### src/rtl/core/assert_macros.svh
// ---------------------------------------------------------------------------
// assert_macros.svh
// Assertion macros shared by the RTL; define NO_ASSERTIONS to drop them.
// ---------------------------------------------------------------------------
`ifndef ASSERT_MACROS_SVH
`define ASSERT_MACROS_SVH

`ifndef NO_ASSERTIONS

// Same-cycle implication
`define ASSERT_IMPLIES(label, clk, rst_n, cond, expr) \
    label: assert property (@(posedge clk) disable iff (!rst_n) (cond) |-> (expr)) \
        else $error("assertion failed: same-cycle implication");

// Next-cycle implication
`define ASSERT_NEXT(label, clk, rst_n, cond, expr) \
    label: assert property (@(posedge clk) disable iff (!rst_n) (cond) |=> (expr)) \
        else $error("assertion failed: next-cycle implication");

`else

`define ASSERT_IMPLIES(label, clk, rst_n, cond, expr)
`define ASSERT_NEXT(label, clk, rst_n, cond, expr)

`endif

`endif

### src/rtl/core/mexp_pkg.sv
// ---------------------------------------------------------------------------
// mexp_pkg
// Widths, reset constant and shared types of the modular exponentiator.
// ---------------------------------------------------------------------------
package mexp_pkg;

    // Operand width
    localparam int DATA_BITS = 63;
    // Width of a count that can hold DATA_BITS itself
    localparam int CNT_BITS  = $clog2(DATA_BITS + 1);

    localparam logic [63:0] MODULUS_RESET = 64'd1000000007;

    typedef logic [DATA_BITS-1:0] data_t;
    // One extra bit for a sum or a doubled value
    typedef logic [DATA_BITS:0]   wide_t;
    typedef logic [CNT_BITS-1:0]  cnt_t;

    // Status of an arithmetic unit towards the sequencer
    typedef struct packed {
        logic busy;
        logic done;
    } mexp_unit_stat_t;

endpackage

### src/rtl/core/modular_exponentiation.sv
// ---------------------------------------------------------------------------
// modular_exponentiation
// base_value ^ exponent_value mod modulus, right-to-left square-and-multiply.
// ---------------------------------------------------------------------------
// One item at a time. The base is first reduced modulo the modulus. Then
// each exponent bit, up to the highest set one, costs one pass of the
// bit-serial modular multipliers: the square and the conditional multiply
// run side by side, each taking one bit of its multiplier per cycle up to
// that operand's highest set bit; the multiplier loop sets the rate. A
// modulus of 0 or 1 gives 0 without the reduction or a multiplier pass.
// in_ready is high when the sequencer is idle; a finished item waits in the
// output register while the next item is taken. The modulus must only be
// written while idle.
module modular_exponentiation
    import mexp_pkg::*;
(
    input  logic  clk,
    input  logic  rst_n,
    // Configuration
    input  logic  modulus_wr_en,
    input  data_t modulus_wr_data,
    // Input items
    input  logic  in_valid,
    output logic  in_ready,
    input  data_t base_value,
    input  data_t exponent_value,
    // Result items
    output logic  out_valid,
    input  logic  out_ready,
    output data_t power_result
);

`include "assert_macros.svh"

    typedef enum logic [2:0] {
        S_IDLE,
        S_REDUCE,
        S_LOOP,
        S_MUL,
        S_FINISH
    } state_t;

    state_t state_reg, state_next;

    data_t modulus_reg;
    data_t base_reg, base_next;
    data_t exp_reg, exp_next;
    data_t sq_reg, sq_next;
    data_t acc_reg, acc_next;
    data_t res_reg, res_next;
    data_t out_data_reg, out_data_next;
    logic  out_valid_reg, out_valid_next;
    logic  red_start_reg, red_start_next;
    logic  sq_start_reg, sq_start_next;
    logic  mul_start_reg, mul_start_next;

    data_t           red_result;
    data_t           sq_result;
    data_t           mul_result;
    mexp_unit_stat_t red_stat;
    mexp_unit_stat_t sq_stat;
    mexp_unit_stat_t mul_stat;

    logic in_fire;

    // Arithmetic units
    mexp_reduce u_reduce (
        .clk       (clk),
        .rst_n     (rst_n),
        .start     (red_start_reg),
        .value     (base_reg),
        .modulus   (modulus_reg),
        .remainder (red_result),
        .stat      (red_stat)
    );

    mexp_mulmod u_square (
        .clk     (clk),
        .rst_n   (rst_n),
        .start   (sq_start_reg),
        .op_a    (sq_reg),
        .op_b    (sq_reg),
        .modulus (modulus_reg),
        .product (sq_result),
        .stat    (sq_stat)
    );

    mexp_mulmod u_multiply (
        .clk     (clk),
        .rst_n   (rst_n),
        .start   (mul_start_reg),
        .op_a    (acc_reg),
        .op_b    (sq_reg),
        .modulus (modulus_reg),
        .product (mul_result),
        .stat    (mul_stat)
    );

    assign in_ready = (state_reg == S_IDLE);
    assign in_fire  = in_valid && in_ready;

    // Sequencer
    always_comb
    begin
        state_next     = state_reg;
        base_next      = base_reg;
        exp_next       = exp_reg;
        sq_next        = sq_reg;
        acc_next       = acc_reg;
        res_next       = res_reg;
        out_data_next  = out_data_reg;
        out_valid_next = out_valid_reg && !out_ready;
        red_start_next = 1'b0;
        sq_start_next  = 1'b0;
        mul_start_next = 1'b0;

        case (state_reg)
            S_IDLE:
            begin
                if (in_fire)
                begin
                    base_next = base_value;
                    exp_next  = exponent_value;
                    acc_next  = DATA_BITS'(1);
                    if (modulus_reg <= DATA_BITS'(1))
                    begin
                        res_next   = '0;
                        state_next = S_FINISH;
                    end
                    else
                    begin
                        red_start_next = 1'b1;
                        state_next     = S_REDUCE;
                    end
                end
            end
            S_REDUCE:
            begin
                if (red_stat.done)
                begin
                    sq_next    = red_result;
                    state_next = S_LOOP;
                end
            end
            S_LOOP:
            begin
                if (exp_reg == '0)
                begin
                    res_next   = acc_reg;
                    state_next = S_FINISH;
                end
                else
                begin
                    sq_start_next  = 1'b1;
                    mul_start_next = exp_reg[0];
                    state_next     = S_MUL;
                end
            end
            S_MUL:
            begin
                // Both units idle once the start pulse has been seen
                if (!sq_start_reg && !sq_stat.busy && !mul_stat.busy)
                begin
                    sq_next = sq_result;
                    if (exp_reg[0])
                    begin
                        acc_next = mul_result;
                    end
                    exp_next   = exp_reg >> 1;
                    state_next = S_LOOP;
                end
            end
            S_FINISH:
            begin
                if (!out_valid_reg || out_ready)
                begin
                    out_data_next  = res_reg;
                    out_valid_next = 1'b1;
                    state_next     = S_IDLE;
                end
            end
            default:
            begin
                state_next = S_IDLE;
            end
        endcase
    end

    // State, control and output registers
    always_ff @(posedge clk or negedge rst_n)
    begin
        if (!rst_n)
        begin
            state_reg     <= S_IDLE;
            out_valid_reg <= 1'b0;
            out_data_reg  <= '0;
            red_start_reg <= 1'b0;
            sq_start_reg  <= 1'b0;
            mul_start_reg <= 1'b0;
            modulus_reg   <= data_t'(MODULUS_RESET);
        end
        else
        begin
            state_reg     <= state_next;
            out_valid_reg <= out_valid_next;
            out_data_reg  <= out_data_next;
            red_start_reg <= red_start_next;
            sq_start_reg  <= sq_start_next;
            mul_start_reg <= mul_start_next;
            if (modulus_wr_en)
            begin
                modulus_reg <= modulus_wr_data;
            end
        end
    end

    // Payload registers
    always_ff @(posedge clk)
    begin
        base_reg     <= base_next;
        exp_reg      <= exp_next;
        sq_reg       <= sq_next;
        acc_reg      <= acc_next;
        res_reg      <= res_next;
    end

    assign out_valid    = out_valid_reg;
    assign power_result = out_data_reg;

    // Checks
    `ASSERT_NEXT(a_busy_after_accept, clk, rst_n, in_fire, !in_ready)
    `ASSERT_IMPLIES(a_square_in_mul, clk, rst_n, sq_stat.busy, state_reg == S_MUL)
    `ASSERT_IMPLIES(a_mul_in_mul, clk, rst_n, mul_stat.busy || mul_stat.done, state_reg == S_MUL)
    `ASSERT_IMPLIES(a_reduce_done, clk, rst_n, red_stat.done, state_reg == S_REDUCE)

endmodule

### src/rtl/core/mexp_mulmod.sv
// ---------------------------------------------------------------------------
// mexp_mulmod
// Bit-serial shift-and-add modular multiplier: (a * b) mod m, a and b < m.
// One multiplier bit per cycle, least significant first; stops when the
// remaining multiplier bits are all zero.
// ---------------------------------------------------------------------------
module mexp_mulmod
    import mexp_pkg::*;
(
    input  logic            clk,
    input  logic            rst_n,
    input  logic            start,
    input  data_t           op_a,
    input  data_t           op_b,
    input  data_t           modulus,
    output data_t           product,
    output mexp_unit_stat_t stat
);

    data_t acc_reg, acc_next;
    data_t a_reg, a_next;
    data_t b_reg, b_next;
    logic  busy_reg, busy_next;
    logic  done_reg, done_next;

    wide_t sum_acc;
    wide_t dbl_a;
    wide_t mod_w;

    // Add and double, each reduced by one conditional subtract
    always_comb
    begin
        mod_w   = {1'b0, modulus};
        sum_acc = {1'b0, acc_reg} + {1'b0, a_reg};
        dbl_a   = {a_reg, 1'b0};

        acc_next  = acc_reg;
        a_next    = a_reg;
        b_next    = b_reg;
        busy_next = busy_reg;
        done_next = 1'b0;

        if (start)
        begin
            acc_next  = '0;
            a_next    = op_a;
            b_next    = op_b;
            busy_next = 1'b1;
        end
        else if (busy_reg)
        begin
            if (b_reg == '0)
            begin
                busy_next = 1'b0;
                done_next = 1'b1;
            end
            else
            begin
                if (b_reg[0])
                begin
                    acc_next = (sum_acc >= mod_w) ? DATA_BITS'(sum_acc - mod_w)
                                                  : DATA_BITS'(sum_acc);
                end
                a_next = (dbl_a >= mod_w) ? DATA_BITS'(dbl_a - mod_w)
                                          : DATA_BITS'(dbl_a);
                b_next = b_reg >> 1;
            end
        end
    end

    // Control state
    always_ff @(posedge clk or negedge rst_n)
    begin
        if (!rst_n)
        begin
            busy_reg <= 1'b0;
            done_reg <= 1'b0;
        end
        else
        begin
            busy_reg <= busy_next;
            done_reg <= done_next;
        end
    end

    // Datapath
    always_ff @(posedge clk)
    begin
        acc_reg <= acc_next;
        a_reg   <= a_next;
        b_reg   <= b_next;
    end

    assign product   = acc_reg;
    assign stat.busy = busy_reg;
    assign stat.done = done_reg;

endmodule

### src/rtl/core/mexp_reduce.sv
// ---------------------------------------------------------------------------
// mexp_reduce
// Bit-serial reduction x mod m, most significant bit first (Horner form):
// r = 2r + bit, then one conditional subtract, for each of the DATA_BITS bits.
// ---------------------------------------------------------------------------
module mexp_reduce
    import mexp_pkg::*;
(
    input  logic            clk,
    input  logic            rst_n,
    input  logic            start,
    input  data_t           value,
    input  data_t           modulus,
    output data_t           remainder,
    output mexp_unit_stat_t stat
);

    data_t r_reg, r_next;
    data_t x_reg, x_next;
    cnt_t  cnt_reg, cnt_next;
    logic  busy_reg, busy_next;
    logic  done_reg, done_next;

    wide_t shifted;
    wide_t mod_w;

    // One remainder bit per cycle
    always_comb
    begin
        mod_w   = {1'b0, modulus};
        shifted = {r_reg, x_reg[DATA_BITS-1]};

        r_next    = r_reg;
        x_next    = x_reg;
        cnt_next  = cnt_reg;
        busy_next = busy_reg;
        done_next = 1'b0;

        if (start)
        begin
            r_next    = '0;
            x_next    = value;
            cnt_next  = CNT_BITS'(DATA_BITS);
            busy_next = 1'b1;
        end
        else if (busy_reg)
        begin
            if (cnt_reg == '0)
            begin
                busy_next = 1'b0;
                done_next = 1'b1;
            end
            else
            begin
                r_next   = (shifted >= mod_w) ? DATA_BITS'(shifted - mod_w)
                                              : DATA_BITS'(shifted);
                x_next   = x_reg << 1;
                cnt_next = cnt_reg - 1'b1;
            end
        end
    end

    // Control state
    always_ff @(posedge clk or negedge rst_n)
    begin
        if (!rst_n)
        begin
            busy_reg <= 1'b0;
            done_reg <= 1'b0;
            cnt_reg  <= '0;
        end
        else
        begin
            busy_reg <= busy_next;
            done_reg <= done_next;
            cnt_reg  <= cnt_next;
        end
    end

    // Datapath
    always_ff @(posedge clk)
    begin
        r_reg <= r_next;
        x_reg <= x_next;
    end

    assign remainder = r_reg;
    assign stat.busy = busy_reg;
    assign stat.done = done_reg;

endmodule

### config.mk
export PLATFORM = sky130hd
export DESIGN_NAME = modular_exponentiation
export DESIGN_NICKNAME = d
export VERILOG_FILES = /design/src/rtl/core/mexp_pkg.sv /design/src/rtl/core/modular_exponentiation.sv /design/src/rtl/core/mexp_mulmod.sv /design/src/rtl/core/mexp_reduce.sv
export VERILOG_INCLUDE_DIRS = /design/src /design/src/rtl/core
export SDC_FILE = /design/constraint.sdc
export NUM_CORES = 2
export LEC_CHECK = 0
export ABC_AREA = 1
export BUFFER_PORTS_ARGS = -buffer_cell sky130_fd_sc_hd__buf_2
export CORE_ASPECT_RATIO = 0.9
export CORE_MARGIN = 1.5
export CORE_UTILIZATION = 25
export CTS_CLUSTER_SIZE = 24
export DETAILED_ROUTE_END_ITERATION = 8
export HOLD_SLACK_MARGIN = 0.05
export PLACE_DENSITY = 0.46
export SLEW_MARGIN = 10
export SYNTH_ARGS = -nofsm -noshare
export SYNTH_HDL_FRONTEND = slang
export SYNTH_SLANG_ARGS = --single-unit
### constraint.sdc
create_clock -name clk -period 6.85 [get_ports clk]
set_input_delay 1.0275 -clock clk [delete_from_list [all_inputs] [get_ports clk]]
set_output_delay 1.0275 -clock clk [all_outputs]
set_load 0.1 [all_outputs]
==> reports/qor.csv <==
metric,value,unit
fin_cells,15217,
cts_tree,done,
cp.required,7.56,ns
finalWirelength,368,mm
critical_path.max_fanout,18,
rsz0062_at_grt,false,
tightest_slew,1.40,ns
track_usage,0.238,
layout_commonest_cell,nand2_1,
postCtsResizedCells,0,
crit_path_end_kind,register,
clk_path_buf_depth,3,
min_path_type,in2async,
synth_edf_count,630,
ant_nets,0,
layout-drive-gt1-share,0.0676,
vias,75727,
max_clock_freq,170,MHz
clk_pin_slew,0.07,ns
post_cts.repair.setup_buffers,0,
hold_viol,0,
drc,0,
yosys.cell_types.count,61,
cts_buffers,116,
fin_crit_sh,0.859,
setup_tns,0,ns
port_buffers,258,
die_w,578,um
insertion_delay,0.84,ns
die_h,521,um
syn_to_final_growth,13.7,%
worst_setup_path_start_kind,register,
multi_input_area,41100,um^2
nNetsFinal,11824,
gr-total-overflow,0,
synth_area,74400,um^2
io_pins,259,
seq_area_frac_synth,0.353,
grt_max_degree,101,
grt_pass1_wl,516,mm
hpwl,301,mm
synth_cells,10933,
critPathArrivalTime,6.59,ns
layout_common_cells,"3280 x nand2_1, 1572 x inv_1, 1263 x nor2_1",
drt-pass1-iter-count,8,
cts_hold_buf,0,
fillCellCount,32990,
placed_cells,14977,
post-route-min-period,5.89,ns
htreeDepth,3,
antenna_found_initial,37,
wire_per_inst,24.2,um
rows,189,
async_flop_share,0.149,
yosys_warnings,0,
reg2regPathDepth,25,
syn_nets,11577,
status,finished clean,
cts-root-buf,clkbuf_16,
ys_ff_latch,962,
dieArea,301000,um^2
fp.coreArea,295000,um^2
seq_area,26300,um^2
avgSynthCellArea,6.81,um^2
slew_headroom,0.0589,
cts_sinks,962,
start_util,0.252,
drv_cap,0,
worstSetupPathType,reg2reg,
place.gp.congestion,1.09,
first_iter_violations,8966,
fin_skew,0.118,ns
grt_pass1_vias,70409,
slew_violations,0,
synth_flop_cell,edfxtp_1,
via_per_inst,4.98,
setup_viol,0,
## cell families after synthesis
logic type / Yosys count / share of synthesized area
multiplexers: 63 / 0.00953
AND/OR/NAND/NOR: 5544 / 0.303
XOR/XNOR: 253 / 0.0298
buffers and inverters: 1861 / 0.0960
flip-flops: 962 / 0.353
AO/OA/AOI/OAI: 1800 / 0.132
adder cells (fa/ha/maj): 450 / 0.0763
## critical path, stage by stage (launching register included)
cell      delay, ns
edfxtp_1       0.43
ha_1           0.39
nand2_1        0.28
nor2_1         0.60
a21oi_1        0.17
nand2_2        0.25
nand2_1        0.10
nand2_2        0.18
nand2_1        0.07
nand2_1        0.09
xor2_1         0.49
inv_1          0.19
ha_1           0.41
nand2_1        0.12
nor2_1         0.26
nand2_1        0.11
nor2_1         0.20
and3_1         0.18
nand2_1        0.06
nand4_1        0.15
nand3_4        0.12
nand2_4        0.28
buf_4          0.31
nand2_1        0.11
nand3_1        0.10
a21oi_1        0.07
## area by class of cell
type,instances,share of cell area
Clock buffer,141,0.0368
Multi-Input combinational cell,8110,0.486
Tap cell,3915,0.0579
Timing Repair Buffer,380,0.0272
Antenna cell,19,0.000562
Inverter,1610,0.0715
Sequential cell,962,0.311
Clock inverter,80,0.00940
## metal layers
layer,vias to the layer above,global-route usage,routed length (um)
li1,36120,-,-
met1,35763,0.353,174000
met2,3348,0.336,146000
met3,464,0.0451,33600
met4,32,0.0873,14900
met5,-,0,198
## cells in the mapped netlist, types with 6 or more instances
cell	n	area, um^2
buf_4	13	97.6
fa_1	7	140
o21bai_1	67	503
nand3b_1	44	330
buf_2	49	245
nor3_1	81	405
a21oi_1	740	3700
nand2_1	3282	12300
nor4_1	71	444
o21ai_1	82	410
buf_1	13	48.8
nor2_2	9	56.3
o21a_1	31	233
nand4_1	107	669
dfrtp_1	127	3180
dfstp_2	16	420
nand3_2	6	60.1
a21o_1	72	541
nand3_1	611	3060
ha_1	443	5540
a31oi_1	36	225
inv_2	31	116
a21boi_0	26	195
xor2_1	138	1210
or2_2	17	106
o21ai_0	653	3270
and3_1	12	75.1
xnor2_1	115	1010
edfxtp_1	630	18900
clkbuf_1	169	634
buf_6	7	78.8
mux2_2	63	709
nor2_1	1268	4760
inv_1	1576	5920
dfxtp_1	189	3780
o211ai_1	68	510
## worst paths after layout
path,startpoint,endpoint,slack (ns)
worst max-delay path,u_multiply.a_reg[14],u_multiply.product[24],0.96
worst min-delay path,rst_n,modulus_reg[5],0.23
worst max register to register,u_multiply.a_reg[14],u_multiply.product[24],0.96
worst min register to register,res_reg[9],power_result[9],0.45
max in group asynchronous,rst_n,mul_start_reg,5.45
min in group clk,modulus_wr_data[48],modulus_reg[48],0.41
## stage by stage
| step | hold WS (ns) | setup slack, ns | cell area (um^2) | util |
|---|---|---|---|---|
| 2_1_floorplan | 0.445 | 0.490 | 74400 | - |
| 3_3_place_gp | 0.460 | 1.33 | 80700 | 0.273 |
| 3_5_place_dp | 0.464 | 1.28 | 80700 | 0.273 |
| 4_1_cts | 0.206 | 1.27 | 84600 | 0.286 |
| 5_1_grt | 0.255 | 0.755 | 84600 | 0.286 |
| 6_report | 0.229 | 0.964 | 84600 | 0.287 |
Power is not shown: default switching activity piles up to over one toggle a cycle in this logic, so the estimate is an artifact.
